<file path="src/rtl/rsb_pkg.sv">
`timescale 1ns / 1ps
// ----------------------------------------------------------------------------
// rsb_pkg
// Shared types, codes and the pixel shading function of the sprite blitter.
// ----------------------------------------------------------------------------
package rsb_pkg;

  localparam int FB_DEPTH_DEFAULT = 131072;
  localparam int PTR_W            = 20;
  localparam int LIMIT_W          = 19;

  localparam logic [9:0] PITCH_RESET = 10'd320;
  localparam logic [8:0] ROWS_RESET  = 9'd200;

  localparam logic CFG_ROW_PITCH    = 1'b0;
  localparam logic CFG_SURFACE_ROWS = 1'b1;

  localparam logic [7:0] CODE_SKIP_RUN = 8'd255;
  localparam logic [7:0] CODE_ROW_END  = 8'd254;
  localparam logic [7:0] CODE_SKIP_ONE = 8'd253;

  localparam logic [7:0] SAT_LOW  = 8'h0f;
  localparam logic [7:0] SAT_HIGH = 8'h1f;

  typedef enum logic [1:0] {
    FUNC_START = 2'd0,
    FUNC_CODE  = 2'd1,
    FUNC_WRITE = 2'd2,
    FUNC_READ  = 2'd3
  } func_t;

  typedef enum logic [2:0] {
    MODE_COPY      = 3'd0,
    MODE_BLEND     = 3'd1,
    MODE_HV_UNSAFE = 3'd2,
    MODE_HV        = 3'd3,
    MODE_HV_BLEND  = 3'd4,
    MODE_HALVE     = 3'd5,
    MODE_BLACK     = 3'd6
  } mode_t;

  typedef enum logic [1:0] {
    KIND_NONE   = 2'd0,
    KIND_DRAW   = 2'd1,
    KIND_HWRITE = 2'd2,
    KIND_HREAD  = 2'd3
  } kind_t;

  typedef struct packed {
    kind_t              kind;
    logic [PTR_W-1:0]   addr;
    logic [7:0]         code;
    logic [2:0]         mode;
    logic [3:0]         hue;
    logic [7:0]         value;
    logic [7:0]         data;
    logic               active;
    logic               aborted;
    logic               written;
  } mem_req_t;

  typedef struct packed {
    logic [7:0] read_data;
    logic       active;
    logic       aborted;
    logic       written;
  } result_t;

  function automatic logic [7:0] shade(logic [2:0] mode, logic [3:0] hue,
                                       logic [7:0] value, logic [7:0] code,
                                       logic [7:0] old);
    logic [7:0] s;
    logic [7:0] t;
    logic [4:0] sum_c;
    logic [4:0] sum_t;
    logic [7:0] pix;
    s = {4'b0, code[3:0]} + value;
    t = s;
    if (s > SAT_LOW) begin
      t = (s >= SAT_HIGH) ? 8'h00 : SAT_LOW;
    end
    sum_c = {1'b0, old[3:0]} + {1'b0, code[3:0]};
    sum_t = {1'b0, old[3:0]} + t[4:0];
    case (mode_t'(mode))
      MODE_BLEND:     pix = {code[7:4], sum_c[4:1]};
      MODE_HV_UNSAFE: pix = {hue, 4'b0} | s;
      MODE_HV:        pix = {hue, t[3:0]};
      MODE_HV_BLEND:  pix = {hue, sum_t[4:1]};
      MODE_HALVE:     pix = {old[7:4], 1'b0, old[3:1]};
      MODE_BLACK:     pix = 8'h00;
      default:        pix = code;
    endcase
    return pix;
  endfunction

endpackage

</file>
<file path="src/rtl/rsb_outq.sv">
`timescale 1ns / 1ps
// ----------------------------------------------------------------------------
// rsb_outq
// Four-entry result queue between the shading stage and the output channel.
// ----------------------------------------------------------------------------
module rsb_outq (
  input  logic             clk,
  input  logic             rst,
  input  logic             push,
  input  rsb_pkg::result_t push_data,
  input  logic             pop,
  output logic             not_empty,
  output logic [2:0]       count,
  output rsb_pkg::result_t head_data
);
  import rsb_pkg::*;

  result_t    q [4];
  logic [1:0] head;
  logic [1:0] tail;

  assign not_empty = (count != 3'd0);
  assign head_data = q[head];

  always_ff @(posedge clk) begin
    if (push) begin
      q[tail] <= push_data;
    end
  end

  always_ff @(posedge clk) begin
    if (rst) begin
      head  <= '0;
      tail  <= '0;
      count <= '0;
    end else begin
      if (push) begin
        tail <= tail + 2'd1;
      end
      if (pop) begin
        head <= head + 2'd1;
      end
      count <= count + {2'b0, push} - {2'b0, pop};
    end
  end

endmodule

</file>
<file path="config.mk">
export PLATFORM = sky130hd
export DESIGN_NAME = rsb_outq
export DESIGN_NICKNAME = d
export VERILOG_FILES = /design/src/rtl/rsb_pkg.sv /design/src/rtl/rsb_outq.sv
export SDC_FILE = /design/constraint.sdc
export NUM_CORES = 1
export LEC_CHECK = 0
export ABC_CLOCK_PERIOD_IN_PS = 3400
export BUFFER_PORTS_ARGS = -buffer_cell sky130_fd_sc_hd__buf_4
export CAP_MARGIN = 25
export CORE_MARGIN = 2
export CORE_UTILIZATION = 33
export DETAILED_ROUTE_END_ITERATION = 8
export PLACE_DENSITY = 0.55
export RECOVER_POWER = 25
export SYNTH_ARGS = -nofsm -noshare
export SYNTH_HDL_FRONTEND = slang
export SYNTH_SLANG_ARGS = --single-unit
export TNS_END_PERCENT = 20
</file>
<file path="constraint.sdc">
create_clock -name clk -period 3.4 [get_ports clk]
set_input_delay 0.34 -clock clk [delete_from_list [all_inputs] [get_ports clk]]
set_output_delay 0.34 -clock clk [all_outputs]
set_load 0.1 [all_outputs]
</file>
==> results.json <==
{
  "grt_overflow": 0,
  "yosys.area_share.simple_pct": 3.46,
  "final_common_cell": "edfxtp_1",
  "drv_cap": 0,
  "yosysWarningCount": 0,
  "gp_congestion": 0.650,
  "post_synth_num_cell_types": 19,
  "vias": 959,
  "design_area_um2": 2380,
  "grt_antenna_before_repair": 0,
  "h-tree-depth": 2,
  "synthMuxAreaShare_pct": 12.9,
  "coreArea_um2": 5920,
  "antenna_cells": 0,
  "crit_fanout": 11,
  "path_clk_slew_ns": 0.09,
  "postCtsHoldBufs": 0,
  "worst-setup-path-type": "register to output pin",
  "wl_per_cell_um": 15.5,
  "slew_headroom_pct": 49.2,
  "tritoncts": "yes",
  "drv_slew": 0,
  "synthCells": 98,
  "cpPeakStageDelay_ns": 0.82,
  "power_density_nw_per_um2": 658,
  "final_cell_mix": "edfxtp_1, buf_4, mux4_2",
  "synth_compound_area_share_pct": 0.742,
  "port-buffer-count": 29,
  "fin_setup_tns_ns": 0,
  "post_cts_buffers": 0,
  "post_cts_resized": 0,
  "avgSynthCellArea_um2": 20.6,
  "final_hold_viol_count": 0,
  "synth_area_leaders": "edfxtp_1, mux4_2, dfxtp_1, ha_1, mux4_1",
  "seq_area_frac_synth_pct": 74.2,
  "vdd_drop_max_uv": 477,
  "drtIter0Drc": 19,
  "post-place-ws_ns": 1.31,
  "p_leak_nw": 0.835,
  "hpwlAfterDp_um": 2150,
  "final_cell_count_no_fill": 208,
  "required_ns": 3.06,
  "ys_seq_elements": 53,
  "cp-start-kind": "register",
  "critPathArrivalTime_ns": 2.01,
  "max_slew.worst_pin.slew_ns": 0.761,
  "finalWirelength_um": 3220,
  "die-area_um2": 6770,
  "cts_buffer_depth": 2,
  "rsz0062_at_grt": "false",
  "die_w_um": 82.3,
  "fmax_ghz": 0.425,
  "initial_core_util_pct": 34.2,
  "setup_viol": 0,
  "numCtsBuffers": 5,
  "whs_ns": 0.244,
  "clk_latency_ns": 0.30,
  "clock_sinks": 53,
  "first_pass_iters": 4,
  "grt_max_degree": 19,
  "cts-root-buf": "clkbuf_8",
  "grt_usage_pct": 10.4,
  "drc": 0,
  "synth_nets": 120,
  "grt_pass1_vias": 983,
  "synth_top_area_cell": "edfxtp_1",
  "viasPerCell": 4.61,
  "final.min_clock_period_ns": 2.35,
  "synth_top_family_by_area": "multiplexers",
  "grt_pass1_wl_um": 5020,
  "dp.cells": 200,
  "worst_slack_ns": 1.05,
  "end_kind": "output pin",
  "synth_area_um2": 2020,
  "area_growth_pct": 17.8,
  "slowest_stage": "dfxtp_1",
  "fin_skew_ns": 0.00647,
  "fin_crit_sh_pct": 69.2,
  "synth_xor_area_share_pct": 2.04,
  "num_rows": 28,
  "synth_fa_ha_area_share_pct": 4.70,
  "io_pins": 30,
  "netlist.area_leader.share_pct": 65.3,
  "postRouteAntennaNets": 0,
  "cp_cell_sequence": "mux4_1 -> buf_4",
  "chipHeight_um": 82.3,
  "drive_above_1_share_pct": 30.1,
  "status": "finished clean",
  "hold_class": "input pin to register",
  "nNetsFinal": 154,
  "place_area_um2": 2320
}
sequential cells by signal, indices dropped and copies added (netlist names), named ones only:
register and count:
head 2, tail 2, count 3, q 44
worst max-delay path, delay by kind of cell, from the launching register on:
kind	cells	cell delay, ns
flops	1	0.82
mux	1	0.64
buf+inv	1	0.25
worst paths after layout:
check	depth (start not counted)	slack (ns)	start	endpoint
max	2	1.05	register	head_data[10]
min	1	0.24	push_data[6]	q[0][6]
max reg2reg	7	1.62	count[0]	count[2]
min reg2reg	2	0.55	head[1]	head[1]
layout make-up:
type | count | area [um^2]
Clock buffer | 5 | 68.8
Fill cell | 547 | 3540
Inverter | 6 | 22.5
Timing Repair Buffer | 29 | 188
Sequential cell | 53 | 1500
Tap cell | 75 | 93.8
Clock inverter | 3 | 26.3
Multi-Input combinational cell | 37 | 483
routing by layer:
layer | GRT usage [%] | up-vias | share of wire [%]
met4 | 2.50 | 0 | 0.53
met2 | 19.4 | 25 | 53
met3 | 3.37 | 2 | 5.5
met5 | 0 | - | 0
li1 | - | 442 | -
met1 | 11.3 | 490 | 41
synth_stat cells, drive strengths merged:
| library cell | number |
|---|---|
| or3 | 1 |
| a21bo | 1 |
| mux2i | 1 |
| inv | 6 |
| dfxtp | 9 |
| ha | 6 |
| xnor2 | 2 |
| edfxtp | 44 |
| nor2 | 5 |
| nor2b | 2 |
| xor3 | 1 |
| and2 | 4 |
| nand3b | 1 |
| fa | 1 |
| mux4 | 11 |
| buf | 2 |
| a21oi | 1 |
stage by stage:
step           util, %  power (mW)
2_1_floorplan        -        1.14
5_1_grt           40.3        1.63
3_3_place_gp      39.2        1.23
4_1_cts           40.8        1.59
3_5_place_dp      39.2        1.23
6_report          40.3        1.57
cell families after synthesis:
family                     Yosys count
DFF                                 53
and+or+nand+nor                     13
muxes                               12
buffers and inverters                8
adders and majority gates            7
xor gates and xnor gates             3
AOI/OAI and AO/OA                    2
report_power, final:
group / total (mW) / internal (mW) / switching (mW)
combinational: 0.436 / 0.117 / 0.319
clock: 0.359 / 0.150 / 0.209
sequential: 0.774 / 0.745 / 0.0287
No activity file was read; power rests on OpenSTA's default activity.
