<file path="src/rtl/rsb_pkg.sv">
`timescale 1ns / 1ps
// ----------------------------------------------------------------------------
// rsb_pkg
// Shared types, codes and the pixel shading function of the sprite blitter.
// ----------------------------------------------------------------------------
package rsb_pkg;

  localparam int FB_DEPTH_DEFAULT = 131072;
  localparam int PTR_W            = 20;
  localparam int LIMIT_W          = 19;

  localparam logic [9:0] PITCH_RESET = 10'd320;
  localparam logic [8:0] ROWS_RESET  = 9'd200;

  localparam logic CFG_ROW_PITCH    = 1'b0;
  localparam logic CFG_SURFACE_ROWS = 1'b1;

  localparam logic [7:0] CODE_SKIP_RUN = 8'd255;
  localparam logic [7:0] CODE_ROW_END  = 8'd254;
  localparam logic [7:0] CODE_SKIP_ONE = 8'd253;

  localparam logic [7:0] SAT_LOW  = 8'h0f;
  localparam logic [7:0] SAT_HIGH = 8'h1f;

  typedef enum logic [1:0] {
    FUNC_START = 2'd0,
    FUNC_CODE  = 2'd1,
    FUNC_WRITE = 2'd2,
    FUNC_READ  = 2'd3
  } func_t;

  typedef enum logic [2:0] {
    MODE_COPY      = 3'd0,
    MODE_BLEND     = 3'd1,
    MODE_HV_UNSAFE = 3'd2,
    MODE_HV        = 3'd3,
    MODE_HV_BLEND  = 3'd4,
    MODE_HALVE     = 3'd5,
    MODE_BLACK     = 3'd6
  } mode_t;

  typedef enum logic [1:0] {
    KIND_NONE   = 2'd0,
    KIND_DRAW   = 2'd1,
    KIND_HWRITE = 2'd2,
    KIND_HREAD  = 2'd3
  } kind_t;

  typedef struct packed {
    kind_t              kind;
    logic [PTR_W-1:0]   addr;
    logic [7:0]         code;
    logic [2:0]         mode;
    logic [3:0]         hue;
    logic [7:0]         value;
    logic [7:0]         data;
    logic               active;
    logic               aborted;
    logic               written;
  } mem_req_t;

  typedef struct packed {
    logic [7:0] read_data;
    logic       active;
    logic       aborted;
    logic       written;
  } result_t;

  function automatic logic [7:0] shade(logic [2:0] mode, logic [3:0] hue,
                                       logic [7:0] value, logic [7:0] code,
                                       logic [7:0] old);
    logic [7:0] s;
    logic [7:0] t;
    logic [4:0] sum_c;
    logic [4:0] sum_t;
    logic [7:0] pix;
    s = {4'b0, code[3:0]} + value;
    t = s;
    if (s > SAT_LOW) begin
      t = (s >= SAT_HIGH) ? 8'h00 : SAT_LOW;
    end
    sum_c = {1'b0, old[3:0]} + {1'b0, code[3:0]};
    sum_t = {1'b0, old[3:0]} + t[4:0];
    case (mode_t'(mode))
      MODE_BLEND:     pix = {code[7:4], sum_c[4:1]};
      MODE_HV_UNSAFE: pix = {hue, 4'b0} | s;
      MODE_HV:        pix = {hue, t[3:0]};
      MODE_HV_BLEND:  pix = {hue, sum_t[4:1]};
      MODE_HALVE:     pix = {old[7:4], 1'b0, old[3:1]};
      MODE_BLACK:     pix = 8'h00;
      default:        pix = code;
    endcase
    return pix;
  endfunction

endpackage

</file>
<file path="src/rtl/rsb_ctrl.sv">
`timescale 1ns / 1ps
// ----------------------------------------------------------------------------
// rsb_ctrl
// Configuration registers, blit state and code byte decoder. Issues one
// frame store request per accepted beat.
// ----------------------------------------------------------------------------
module rsb_ctrl #(
  parameter int FB_DEPTH = rsb_pkg::FB_DEPTH_DEFAULT
) (
  input  logic              clk,
  input  logic              rst,
  input  logic              cfg_we,
  input  logic              cfg_index,
  input  logic [9:0]        cfg_data,
  input  logic              accept,
  input  logic [1:0]        func,
  input  logic signed [9:0] pos_x,
  input  logic signed [8:0] pos_y,
  input  logic [9:0]        sprite_width,
  input  logic [9:0]        sprite_height,
  input  logic [2:0]        draw_mode,
  input  logic [3:0]        hue,
  input  logic signed [7:0] value_shift,
  input  logic [7:0]        code_byte,
  input  logic [16:0]       pixel_address,
  input  logic [7:0]        pixel_data,
  output rsb_pkg::mem_req_t req
);
  import rsb_pkg::*;

  localparam int RESET_PROD = 64000;
  localparam logic [LIMIT_W-1:0] RESET_LIMIT =
    LIMIT_W'((RESET_PROD < FB_DEPTH) ? RESET_PROD : FB_DEPTH);

  logic [9:0]         row_pitch;
  logic [8:0]         surface_rows;
  logic [LIMIT_W-1:0] limit;
  logic [PTR_W-1:0]   ptr;
  logic [10:0]        col;
  logic [9:0]         row;
  logic               expect_count;
  logic               active;
  logic [9:0]         lat_width;
  logic [9:0]         lat_height;
  logic [2:0]         lat_mode;
  logic [3:0]         lat_hue;
  logic [7:0]         lat_value;

  logic [PTR_W-1:0]   ptr_next;
  logic [10:0]        col_next;
  logic [9:0]         row_next;
  logic               expect_count_next;
  logic               active_next;

  logic [8:0]         mul_rows;
  logic [9:0]         mul_pitch;
  logic [LIMIT_W-1:0] prod;
  logic [LIMIT_W-1:0] limit_next;
  logic signed [PTR_W-1:0] start_prod;
  logic [PTR_W-1:0]   start_ptr;

  always_comb begin
    mul_rows  = (cfg_index == CFG_SURFACE_ROWS) ? cfg_data[8:0] : surface_rows;
    mul_pitch = (cfg_index == CFG_ROW_PITCH) ? cfg_data : row_pitch;
    prod      = mul_rows * mul_pitch;
    limit_next = (32'(prod) < FB_DEPTH) ? prod : LIMIT_W'(FB_DEPTH);
  end

  assign start_prod = $signed(pos_y) * $signed({1'b0, row_pitch});
  assign start_ptr  = start_prod + PTR_W'(pos_x);

  always_comb begin
    logic             do_adv;
    logic             do_check;
    logic             forced;
    logic [7:0]       step;
    logic [PTR_W-1:0] ptr_a;
    logic [10:0]      col_a;
    logic             neg;
    do_adv   = 1'b0;
    do_check = 1'b0;
    forced   = 1'b0;
    step     = 8'd1;
    neg      = ptr[PTR_W-1];

    ptr_next          = ptr;
    col_next          = col;
    row_next          = row;
    expect_count_next = expect_count;
    active_next       = active;

    req         = '0;
    req.kind    = KIND_NONE;
    req.code    = code_byte;
    req.mode    = lat_mode;
    req.hue     = lat_hue;
    req.value   = lat_value;
    req.data    = pixel_data;

    case (func_t'(func))
      FUNC_START: begin
        ptr_next          = start_ptr;
        col_next          = '0;
        row_next          = '0;
        expect_count_next = 1'b0;
        active_next       = (sprite_height != 10'd0);
        req.mode          = draw_mode;
        req.hue           = hue;
        req.value         = value_shift;
      end
      FUNC_CODE: begin
        if (active) begin
          if (expect_count) begin
            expect_count_next = 1'b0;
            do_adv   = 1'b1;
            step     = code_byte;
            do_check = 1'b1;
            forced   = (code_byte == CODE_ROW_END);
          end else if (code_byte == CODE_SKIP_RUN) begin
            expect_count_next = 1'b1;
          end else if (code_byte == CODE_ROW_END) begin
            do_check = 1'b1;
            forced   = 1'b1;
          end else if (code_byte == CODE_SKIP_ONE) begin
            do_adv   = 1'b1;
            do_check = 1'b1;
          end else if (!neg && (ptr[LIMIT_W-1:0] >= limit)) begin
            active_next = 1'b0;
            req.aborted = 1'b1;
          end else begin
            if (!neg) begin
              req.kind    = KIND_DRAW;
              req.addr    = ptr;
              req.written = 1'b1;
            end
            do_adv   = 1'b1;
            do_check = 1'b1;
          end
        end
      end
      FUNC_WRITE, FUNC_READ: begin
        if ({4'b0, pixel_address} < 21'(FB_DEPTH)) begin
          req.kind = (func_t'(func) == FUNC_WRITE) ? KIND_HWRITE : KIND_HREAD;
        end
        req.addr = PTR_W'(pixel_address);
      end
      default: begin
      end
    endcase

    ptr_a = ptr + (do_adv ? PTR_W'(step) : '0);
    col_a = col + (do_adv ? 11'(step) : 11'd0);
    if (do_adv || do_check) begin
      ptr_next = ptr_a;
      col_next = col_a;
    end
    if (do_check && (forced || col_a >= {1'b0, lat_width})) begin
      ptr_next = ptr_a + PTR_W'(row_pitch) - PTR_W'(col_a);
      col_next = '0;
      row_next = row + 10'd1;
      if (row_next >= lat_height) begin
        active_next = 1'b0;
      end
    end

    req.active = active_next;
  end

  always_ff @(posedge clk) begin
    if (rst) begin
      row_pitch    <= PITCH_RESET;
      surface_rows <= ROWS_RESET;
      limit        <= RESET_LIMIT;
    end else if (cfg_we) begin
      limit <= limit_next;
      if (cfg_index == CFG_ROW_PITCH) begin
        row_pitch <= cfg_data;
      end else begin
        surface_rows <= cfg_data[8:0];
      end
    end
  end

  always_ff @(posedge clk) begin
    if (rst) begin
      ptr          <= '0;
      col          <= '0;
      row          <= '0;
      expect_count <= 1'b0;
      active       <= 1'b0;
      lat_width    <= '0;
      lat_height   <= '0;
      lat_mode     <= '0;
      lat_hue      <= '0;
      lat_value    <= '0;
    end else if (accept) begin
      ptr          <= ptr_next;
      col          <= col_next;
      row          <= row_next;
      expect_count <= expect_count_next;
      active       <= active_next;
      if (func_t'(func) == FUNC_START) begin
        lat_width  <= sprite_width;
        lat_height <= sprite_height;
        lat_mode   <= draw_mode;
        lat_hue    <= hue;
        lat_value  <= value_shift;
      end
    end
  end

endmodule

</file>
<file path="config.mk">
export PLATFORM = sky130hd
export DESIGN_NAME = rsb_ctrl
export DESIGN_NICKNAME = d
export VERILOG_FILES = /design/src/rtl/rsb_pkg.sv /design/src/rtl/rsb_ctrl.sv
export SDC_FILE = /design/constraint.sdc
export NUM_CORES = 1
export LEC_CHECK = 0
export ABC_AREA = 1
export BUFFER_PORTS_ARGS = -buffer_cell sky130_fd_sc_hd__buf_2
export CAP_MARGIN = 5
export CORE_MARGIN = 4
export CORE_UTILIZATION = 37
export DETAILED_ROUTE_END_ITERATION = 8
export PLACE_DENSITY = 0.59
export SLEW_MARGIN = 10
export SYNTH_ARGS = -nofsm -noshare
export SYNTH_HDL_FRONTEND = slang
export SYNTH_SLANG_ARGS = --single-unit
</file>
<file path="constraint.sdc">
create_clock -name clk -period 6.6 [get_ports clk]
set_input_delay 0.99 -clock clk [delete_from_list [all_inputs] [get_ports clk]]
set_output_delay 0.99 -clock clk [all_outputs]
set_load 0.02 [all_outputs]
</file>
==> key figures, run 1 <==
Setup path
  – Crit path required time: 5.61 ns
  – Flop-to-flop setup slack: 0.83 ns
  – Critical Path Source Type: register
  – Reg-to-reg endpoint: ptr[16]
  – Setup CP Type: reg2out
  – Reg-to-reg startpoint: ptr[2]
  – Critical path's slowest cell: dfxtp_1
  – CP arrival: 5.28 ns
  – Critical Path Max Stage Delay: 0.50 ns
  – Cell mode on critical path: nand2_1
  – CP Capture Point: req[2]
  – Crit end category: output port
  – CP max FO: 17
  – R2R depth: 30
  – Worst setup startpoint: ptr[2]

Clock tree
  – CTS buffer count: 17
  – CTS tree: built
  – Clk sink count: 116
  – CTS root buf: clkbuf_16
  – Reg clk slew, reported paths: 0.07 ns
  – CTS hold repair buffers: 0
  – Htree depth: 4
  – Clk Latency, worst-skew pair: 0.44 ns
  – Clock tree buffer depth: 2

Timing
  – Worst-Margin Slew: 1.07 ns
  – Setup tns final: 0 ns
  – Fin crit share: 95.0%
  – Slew Limit Fails: 0
  – Final Skew: 0.0151 ns
  – Slew HR: 28.5%
  – FMAX: 0.159 GHz
  – Final setup fails: 0
  – Final Hold Fails: 0
  – Minimum clock period: 6.27 ns

Status
  – Status: finished, final reports clean

Yosys
  – Register area share after synthesis: 14.9%
  – EDFF count, synth: 0
  – Synth Flop Type: dfxtp_1
  – Ranking of synthesized cells by area: fa_1 18%, dfxtp_1 15%, ha_1 14%
  – Synth top area share: 18.2%
  – Syn_area_per_cell: 6.89 µm²
  – FF+latch count, synth: 116
  – Post-synth ARST share: 0%
  – Synth warn: 0
  – Dominant cell type by area after synthesis: fa_1
  – Post-Syn Instances: 2267
  – Net count of the mapped netlist: 2683
  – Synth cell types: 53
  – Synth Cell Area: 15600 µm²

GRT
  – Vias in the first global route: 14377
  – Largest net degree at the start of global routing: 71
  – GRT Overall Usage: 20.2%
  – GR Overflow Total: 0
  – Global-route wire length before repair: 73700 µm
  – Initial antenna violation count: 0

Final layout
  – Final Cell Area: 17500 µm²
  – Area growth syn-to-layout: 11.9%
  – Most frequent cells in the layout: 548 x nand2_1, 453 x inv_1, 169 x ha_1
  – Share of layout cells above drive strength 1: 10.9%
  – Final layout net count: 2797
  – Commonest non-fill, non-tap cell in the layout: nand2_1
  – N_diodes: 0

Route
  – Drt total wl: 45500 µm
  – Routed vias/inst: 4.94
  – Initial DRC count: 938
  – WL/cell: 15.5 µm
  – Vias: 14452
  – ANT nets after route: 0
  – First-pass detailed-route iteration total: 8
  – Residual DRC: 0

Min path
  – Cells on Worst Hold Path: 2
  – Hold Path Class: reg2reg

Power
  – Peak VDD IR: 0.238 mV
  – PD cells: 297 nW/µm²
  – Leakage: 0.00948 µW

Placement
  – PortBufs: 142
  – Detailed Place HPWL: 37200 µm
  – DP Area: 16800 µm²
  – RePlAce Congestion: 0.918

Floorplan
  – Die area: 45600 µm²
  – # IOs: 160
  – Die Wd: 213 µm
  – Die height: 213 µm
  – Total core area: 41300 µm²
  – Initial core utilization: 37.8%
  – Row cnt: 74

Run
  – Maxcap violations: 0
==> cell usage after synthesis (6+ instances only) <==
library cell	number
dfxtp_1	116
nor2_1	140
buf_2	6
o22ai_1	10
clkbuf_1	54
xor2_1	49
inv_1	455
a31oi_1	7
nor4_1	9
nand4_1	17
o21ai_1	10
o21ai_0	139
xnor2_1	17
fa_1	142
nand2_1	548
o211ai_1	17
or2_2	9
buf_4	21
nand3_1	88
o31ai_1	8
a22o_1	7
a21oi_1	148
nor3_1	15
ha_1	170
inv_2	8
==> layout make-up <==
type                            instances  area (µm²)
Clock buffer                           17         425
Clock inverter                         15         158
Fill cell                            4361       23800
Inverter                              467        1760
Multi-Input combinational cell       1599       11100
Sequential cell                       116        2330
Tap cell                              532         666
Timing Repair Buffer                  180         996
==> state kept, by name (all words and copies together) (netlist names), 3 cells and up <==
name / flops
ptr: 20
limit: 19
col: 11
lat_height: 10
lat_width: 10
row: 10
row_pitch: 10
surface_rows: 9
lat_value: 8
lat_hue: 4
lat_mode: 3
==> power breakdown <==
group          total (µW)  internal (µW)  switching [µW]
clock                 931            534             397
combinational        3410           1310            2100
sequential            844            777            67.7
==> timing repair <==
| item | CTS | global route |
|---|---|---|
| setup endpoints to repair | 0 | 1 |
| buffers inserted | 0 | 3 |
| endpoints found under the hold margin | 0 | 0 |
| resized for setup | 0 | 10 |
==> worst max-delay path: cells and delay by family (launching register included) <==
| family | cells | cell delay, ns |
|---|---|---|
| AOI/OAI and AO/OA | 5 | 0.59 |
| xor gates and xnor gates | 1 | 0.21 |
| adders and majority gates | 4 | 1.27 |
| buffers and inverters | 6 | 0.67 |
| DFF | 1 | 0.50 |
| and+or+nand+nor | 16 | 1.57 |
==> worst min path at each step <==
stage	slack [ns]	end	startpoint
after detailed placement	0.44	lat_value[3]	lat_value[3]
after floorplan	0.42	limit[18]	limit[18]
after CTS	0.45	lat_value[3]	lat_value[3]
after global placement	0.43	limit[18]	limit[18]
after global routing	0.47	lat_value[1]	lat_value[1]
final	0.45	lat_value[3]	lat_value[3]
==> metrics by stage <==
stage | power [µW] | worst slack (ns) | utilization (%) | std cells | hold WS [ns]
finish | 5180 | 0.330 | 42.3 | 2926 | 0.449
global route | 5760 | -0.00748 | 42.3 | 2926 | 0.467
CTS | 5200 | 0.0987 | 42.2 | 2923 | 0.452
detailed placement | 4250 | 0.176 | 40.8 | 2891 | 0.444
global placement | 4220 | 0.297 | 40.8 | 2891 | 0.430
floorplan | 3400 | 0.819 | - | 2267 | 0.422
==> routing by layer <==
layer  vias up  wire length (µm)  GRT usage, %
met4         0              1260          6.20
met1      6725             20300          26.2
met5         -                 0             0
met2       349             21700          35.0
met3        66              2190          2.69
li1       7312                 -             -
==> cells by family after synthesis <==
logic type                 after synthesis  synth area share, %
and+or+nand+nor                        848                 22.5
buffers and inverters                  552                 13.9
AOI/OAI and AO/OA                      372                 13.2
adders and majority gates              312                 31.8
DFF                                    116                 14.9
xor gates and xnor gates                66                 3.70
other                                    1               0.0240
Note: power is estimated with default switching activity, not from simulation.
==> run 2, diff against run 1 <==
==> constraint.sdc (replaced) <==
create_clock -name clk -period 6.6 [get_ports clk]
set_input_delay 1.32 -clock clk [delete_from_list [all_inputs] [get_ports clk]]
set_output_delay 1.32 -clock clk [all_outputs]
set_load 0.02 [all_outputs]
==> key figures, run 2 (synthesized netlist as in run 1, its figures left out) <==
Status
  – Status: finished, final reports clean

Placement
  – Detailed Place HPWL: 37400 µm (+0.45%)
  – PortBufs: 142 (unchanged)
  – Dpl ws: 0.0964 ns (-0.0794 ns)
  – RePlAce Congestion: 0.926 (+0.85%)
  – Placed Cells: 2912 (+0.73%)

Timing
  – FMAX: 0.156 GHz (-2.2%)
  – Final Hold Fails: 0 (unchanged)
  – Worst-Margin Slew: 1.07 ns (-0.000732 ns)
  – Setup ws final: 0.186 ns (-0.143 ns)
  – Slew HR: 28.7% (+0.15 points)
  – Slew Limit Fails: 0 (unchanged)
  – Final Skew: 0.0148 ns (-0.000325 ns)
  – Fin crit share: 97.2% (+2.2 points)
  – Minimum clock period: 6.41 ns (+0.143 ns)
  – Final setup fails: 0 (unchanged)
  – Hold_ws: 0.448 ns (-0.000507 ns)
  – Setup tns final: 0 ns (unchanged)

Setup path
  – Worst setup startpoint: code_byte[3]
  – R2R depth: 32 (+6.7%)
  – Crit path required time: 5.28 ns (-0.33 ns)
  – CP max FO: 4 (-13)
  – Critical Path Source Type: input pin
  – CP arrival: 5.09 ns (-0.19 ns)
  – Flop-to-flop setup slack: 0.93 ns (+0.10 ns)
  – Crit end category: output port
  – Reg-to-reg startpoint: ptr[0]
  – Reg-to-reg endpoint: ptr[13]
  – Critical path's slowest cell: fa_2
  – Critical Path Max Stage Delay: 0.35 ns (-0.15 ns)
  – Setup CP Type: in2out

Route
  – WL/cell: 15.5 µm (-0.28%)
  – Vias: 14668 (+1.5%)
  – Residual DRC: 0 (unchanged)
  – Initial DRC count: 897 (-4.4%)
  – Routed vias/inst: 4.97 (+0.60%)
  – Drt total wl: 45800 µm (+0.60%)
  – ANT nets after route: 0 (unchanged)
  – First-pass detailed-route iteration total: 6 (-2)

Final layout
  – N_diodes: 0 (unchanged)
  – Max FFs per register: 20 (unchanged)
  – Final layout net count: 2823 (+0.93%)
  – Most frequent cells in the layout: 545 x nand2_1, 452 x inv_1, 168 x ha_1
  – Most flop-heavy register: ptr
  – Non-filler cells, final: 2952 (+0.89%)
  – Filler Cells Inserted: 4334 (-0.62%)
  – Area growth syn-to-layout: 13.5%
  – Top flop regs: ptr x20, limit x19, col x11
  – Share of layout cells above drive strength 1: 12.1% (+1.1 points)
  – Commonest non-fill, non-tap cell in the layout: nand2_1

Clock tree
  – Htree depth: 4 (unchanged)
  – CTS root buf: clkbuf_16
  – CTS tree: built
  – Clk Latency, worst-skew pair: 0.45 ns (about the same)
  – CTS hold repair buffers: 0 (unchanged)
  – Reg clk slew, reported paths: 0.06 ns (about the same)
  – Clock tree buffer depth: 2 (unchanged)
  – CTS buffer count: 17 (unchanged)
  – Clk sink count: 116 (unchanged)

Floorplan
  – Die height: 213 µm (unchanged)
  – Total core area: 41300 µm² (unchanged)
  – Row cnt: 74 (unchanged)
  – # IOs: 160 (unchanged)
  – Die Wd: 213 µm (unchanged)
  – Initial core utilization: 37.8% (unchanged)
  – Die area: 45600 µm² (unchanged)

GRT
  – GRT Overall Usage: 20.1% (-0.10 points)
  – Initial antenna violation count: 0 (unchanged)
  – Global-route wire length before repair: 73300 µm (-0.54%)
  – Largest net degree at the start of global routing: 71 (unchanged)
  – GR Overflow Total: 0 (unchanged)
  – Vias in the first global route: 14278 (-0.69%)

Min path
  – Hold Crit Start: lat_value[0]
  – Hold Path Class: reg2reg
  – WHS Endpoint: lat_value[0]
  – Cells on Worst Hold Path: 2 (unchanged)

Power
  – PD cells: 295 nW/µm² (-0.54%)
  – Peak VDD IR: 0.232 mV (-2.5%)
  – Leakage: 0.00963 µW (+1.6%)

Run
  – Maxcap violations: 0 (unchanged)
-- run 2: cell types whose count changed in the layout (fill, tap and decap cells not counted), sizes merged --
cell	previous run	this run
buf	180	206
inv	474	471
clkinv	5	7
bufinv	1	2
clkbuf	17	18
clkinvlp	2	1
-- run 2: cell type report --
type | instances | area, µm² | share of cell area (%)
Multi-Input combinational cell | 1599 | 11200 | 63.0
Clock inverter | 14 | 164 | 0.925
Sequential cell | 116 | 2320 | 13.1
Tap cell | 532 | 666 | 3.75
Inverter | 467 | 1760 | 9.90
Clock buffer | 18 | 439 | 2.48
Timing Repair Buffer | 206 | 1210 | 6.82
-- run 2: worst max-delay path by stage --
stage	end	slack, ns
CTS	req[2]	0.08
floorplan	req[2]	0.39
finish	req[2]	0.19
global placement	req[2]	0.25
detailed placement	req[2]	0.1
global route	req[2]	-0.05
-- run 2: report_power, final --
group          switching [µW]  leakage (µW)  internal (µW)  total [µW]
combinational            2090       0.00838           1340        3430
sequential               64.3      0.000952            776         840
clock                     388      0.000293            575         964
-- run 2: metrics by stage --
step / util, % / cell area [µm²] / power, µW
floorplan: - / 15600 / 3400
global route: 42.9 / 17700 / 5810
detailed placement: 41.2 / 17000 / 4260
global placement: 41.2 / 17000 / 4230
finish: 42.9 / 17700 / 5230
CTS: 42.6 / 17600 / 5260
-- run 2: layer usage --
metal / GRT usage [%] / part of all wire [%] / vias to the layer above
met5: 0 / 0 / -
met4: 5.25 / 2.2 / 0
li1: - / - / 7365
met1: 26.0 / 45 / 6912
met3: 2.46 / 4.7 / 56
met2: 35.5 / 48 / 335
-- run 2: what timing repair did --
item / CTS / global route
setup buffers: 0 / 8
endpoints found under the setup margin: 0 / 1
gates resized for setup: 0 / 16
-- run 2: worst max-delay path, delay by kind of cell --
family / cells / cell delay [ns]
xor gates and xnor gates: 1 / 0.23
buffers and inverters: 8 / 0.62
AOI/OAI and AO/OA: 6 / 0.87
and+or+nand+nor: 12 / 1.31
adders and majority gates: 3 / 0.75
==> run 3, diff against run 2 <==
- ABC_AREA: 1 -> 0
- CELL_PAD_IN_SITES_DETAIL_PLACEMENT: default -> 0
- CELL_PAD_IN_SITES_GLOBAL_PLACEMENT: default -> 2
- PLACE_DENSITY: 0.59 -> 0.88
==> key figures, run 3 <==
Timing
  – Final Skew: 0.00996 ns (-0.00481 ns)
  – Hold_ws: 0.452 ns (+0.00361 ns)
  – Setup ws final: -0.434 ns (-0.621 ns)
  – Minimum clock period: 7.03 ns (+0.621 ns)
  – Final setup fails: 1 (+1)
  – Final Hold Fails: 0 (unchanged)
  – Slew HR: 24.5% (-4.2 points)
  – FMAX: 0.142 GHz (-8.8%)
  – Fin crit share: 107% (+9.4 points)
  – Worst-Margin Slew: 1.13 ns (+0.0624 ns)
  – RSZ-0062 raised after global routing: true
  – Slew Limit Fails: 0 (unchanged)

Setup path
  – Cell mode on critical path: inv_2
  – Critical path's slowest cell: fa_2
  – Setup CP Type: reg2out
  – Critical Path Max Stage Delay: 0.34 ns (about the same)
  – CP arrival: 5.71 ns (+0.62 ns)
  – CP max FO: 3 (-1)
  – Crit end category: output port
  – Critical Path Source Type: register
  – Crit path required time: 5.28 ns (about the same)

Final layout
  – Non-filler cells, final: 2568 (-13%)
  – N_diodes: 0 (unchanged)
  – Share of layout cells above drive strength 1: 23.8% (+12 points)
  – Area growth syn-to-layout: 22.4%
  – Max FFs per register: 20 (unchanged)
  – Top flop regs: ptr x20, limit x19, col x11
  – Most frequent cells in the layout: 252 x nand2_1, 225 x inv_1, 171 x buf_4
  – Commonest non-fill, non-tap cell in the layout: nand2_1
  – Most flop-heavy register: ptr
  – Final layout net count: 2446 (-13%)

Clock tree
  – CTS root buf: clkbuf_16
  – Reg clk slew, reported paths: 0.06 ns (about the same)
  – Clk sink count: 116 (unchanged)
  – CTS buffer count: 17 (unchanged)
  – Clock tree buffer depth: 2 (unchanged)
  – CTS tree: built
  – Clk Latency, worst-skew pair: 0.44 ns (about the same)
  – Htree depth: 4 (unchanged)

Yosys
  – Synth Flop Type: dfxtp_1
  – Synth Cell Area: 14900 µm² (-4.3%)
  – Synth top area share: 19.0% (+0.82 points)
  – Ranking of synthesized cells by area: fa_1 19%, dfxtp_1 16%, ha_1 14%
  – FF+latch count, synth: 116 (unchanged)
  – Top post-synthesis cells by count: 253 x nand2_1, 230 x inv_1, 170 x ha_1
  – Synth warn: 0 (unchanged)
  – Register area share after synthesis: 15.5% (+0.67 points)
  – Net count of the mapped netlist: 2209 (-18%)
  – EDFF count, synth: 0 (unchanged)
  – Dominant cell type by area after synthesis: fa_1
  – Post-synth ARST share: 0% (unchanged)
  – Top-count cell post-synth: nand2_1
  – Syn_area_per_cell: 8.33 µm² (+21%)
  – Synth cell types: 79 (+49%)
  – Post-Syn Instances: 1793 (-21%)

Route
  – WL/cell: 17.6 µm (+14%)
  – Routed vias/inst: 5.13 (+3.2%)
  – Drt total wl: 45200 µm (-1.2%)
  – Vias: 13172 (-10%)
  – ANT nets after route: 0 (unchanged)
  – First-pass detailed-route iteration total: 5 (-1)
  – Initial DRC count: 718 (-20%)
  – Residual DRC: 0 (unchanged)

Floorplan
  – Die height: 209 µm (-2.1%)
  – Total core area: 39800 µm² (-3.6%)
  – Initial core utilization: 37.5% (-0.30 points)
  – Row cnt: 73 (-1.4%)
  – Die Wd: 209 µm (-2.1%)
  – Die area: 43700 µm² (-4.2%)
  – # IOs: 160 (unchanged)

GRT
  – Vias in the first global route: 13482 (-5.6%)
  – GR Overflow Total: 0 (unchanged)
  – Largest net degree at the start of global routing: 67 (-5.6%)
  – Global-route wire length before repair: 73000 µm (-0.38%)
  – GRT Overall Usage: 20.6% (+0.59 points)
  – Initial antenna violation count: 0 (unchanged)

Placement
  – Detailed Place HPWL: 36500 µm (-2.4%)
  – RePlAce Congestion: 0.916 (-1.0%)
  – PortBufs: 142 (unchanged)
  – Placed Cells: 2528 (-13%)

Status
  – Status: finished, violations left
  – Failing checks: setup timing

Power
  – Design Power: 6040 µW (+15%)
  – Leakage: 0.00870 µW (-9.6%)
  – PD cells: 330 nW/µm² (+12%)
  – Peak VDD IR: 0.261 mV (+13%)

Run
  – Maxcap violations: 0 (unchanged)

Min path
  – Hold Path Class: reg2reg
## run 3: cell types whose count changed after synthesis, sizes merged, moves of 37 or more
| cell | delta |
|---|---|
| nand2 | -300 |
| mux2 | +42 |
| and2 | +44 |
| o21ai | -103 |
| xnor2 | +43 |
| inv | -234 |
| a21oi | -37 |
| nand3 | -67 |
## run 3: path summary, 6_finish.rpt
kind         slack (ns)  startpoint          to  cells past startpoint
min reg2reg        0.45  lat_hue[1]  lat_hue[1]                      2
min                0.45  lat_hue[1]  lat_hue[1]                      2
max               -0.43   limit[13]      req[2]                     29
max reg2reg        0.14   limit[15]     ptr[18]                     31
## run 3: power by group
group	internal [µW]	switching (µW)
sequential	782	60.1
combinational	1910	2190
clock	712	380
total	3410	2630
## run 3: critical path: cells and delay by family, from the launching register on
kind                     cells  cell delay, ns
XOR/XNOR                     1            0.21
buffers and inverters        4            0.31
flip-flops                   1            0.33
AND/OR/NAND/NOR              3            0.33
adder cells (fa/ha/maj)      4            1.01
multiplexers                 1            0.19
AO/OA/AOI/OAI               16            2.89
## run 3: cell type report
cell class / instances / area (µm²)
fillers: 4000 / 21500
multi-input cells: 1350 / 11700
flip-flops and latches: 116 / 2330
repair buffers: 315 / 2030
inverters: 230 / 863
well taps: 525 / 657
clock buffers: 21 / 480
clock inverters: 11 / 196
## run 3: cell families (layout without fill, tap and decap cells)
kind of cell    count (synthesis)  count (layout)  synth area share, %
buf+inv                       327             577                 9.05
fa+ha+maj                     314             314                 33.4
xor+xnor                       82              82                 4.90
mux                            66              66                 4.77
simple gates                  521             521                 15.5
flops                         116             116                 15.5
compound gates                366             366                 16.8
other cells                     1               1               0.0251
## run 3: repair_timing
item                       in CTS  in global routing
setup endpoints to repair       9                 14
hold buffers                    0                  0
gates cloned                    0                  0
gates resized for setup        28                 57
buffers inserted                4                  6
pin swaps                      24                 51
## run 3: through the flow
stage | setup TNS (ns) | util [%] | setup WS [ns] | area (µm²)
3_3_place_gp | -1.12 | 43.0 | -0.342 | 17100
3_5_place_dp | -2.55 | 43.0 | -0.499 | 17100
5_1_grt | -1.20 | 45.9 | -0.737 | 18300
6_report | -0.434 | 45.9 | -0.434 | 18300
4_1_cts | -0.708 | 45.1 | -0.502 | 18000
2_1_floorplan | 0 | - | 0.00589 | 15000
## run 3: layer usage
| metal | up-vias | GRT usage [%] | wire, µm |
|---|---|---|---|
| li1 | 6479 | - | - |
| met2 | 323 | 34.0 | 20800 |
| met3 | 39 | 3.38 | 2300 |
| met4 | 0 | 4.75 | 685 |
| met5 | - | 0 | 0 |
| met1 | 6331 | 28.6 | 21400 |
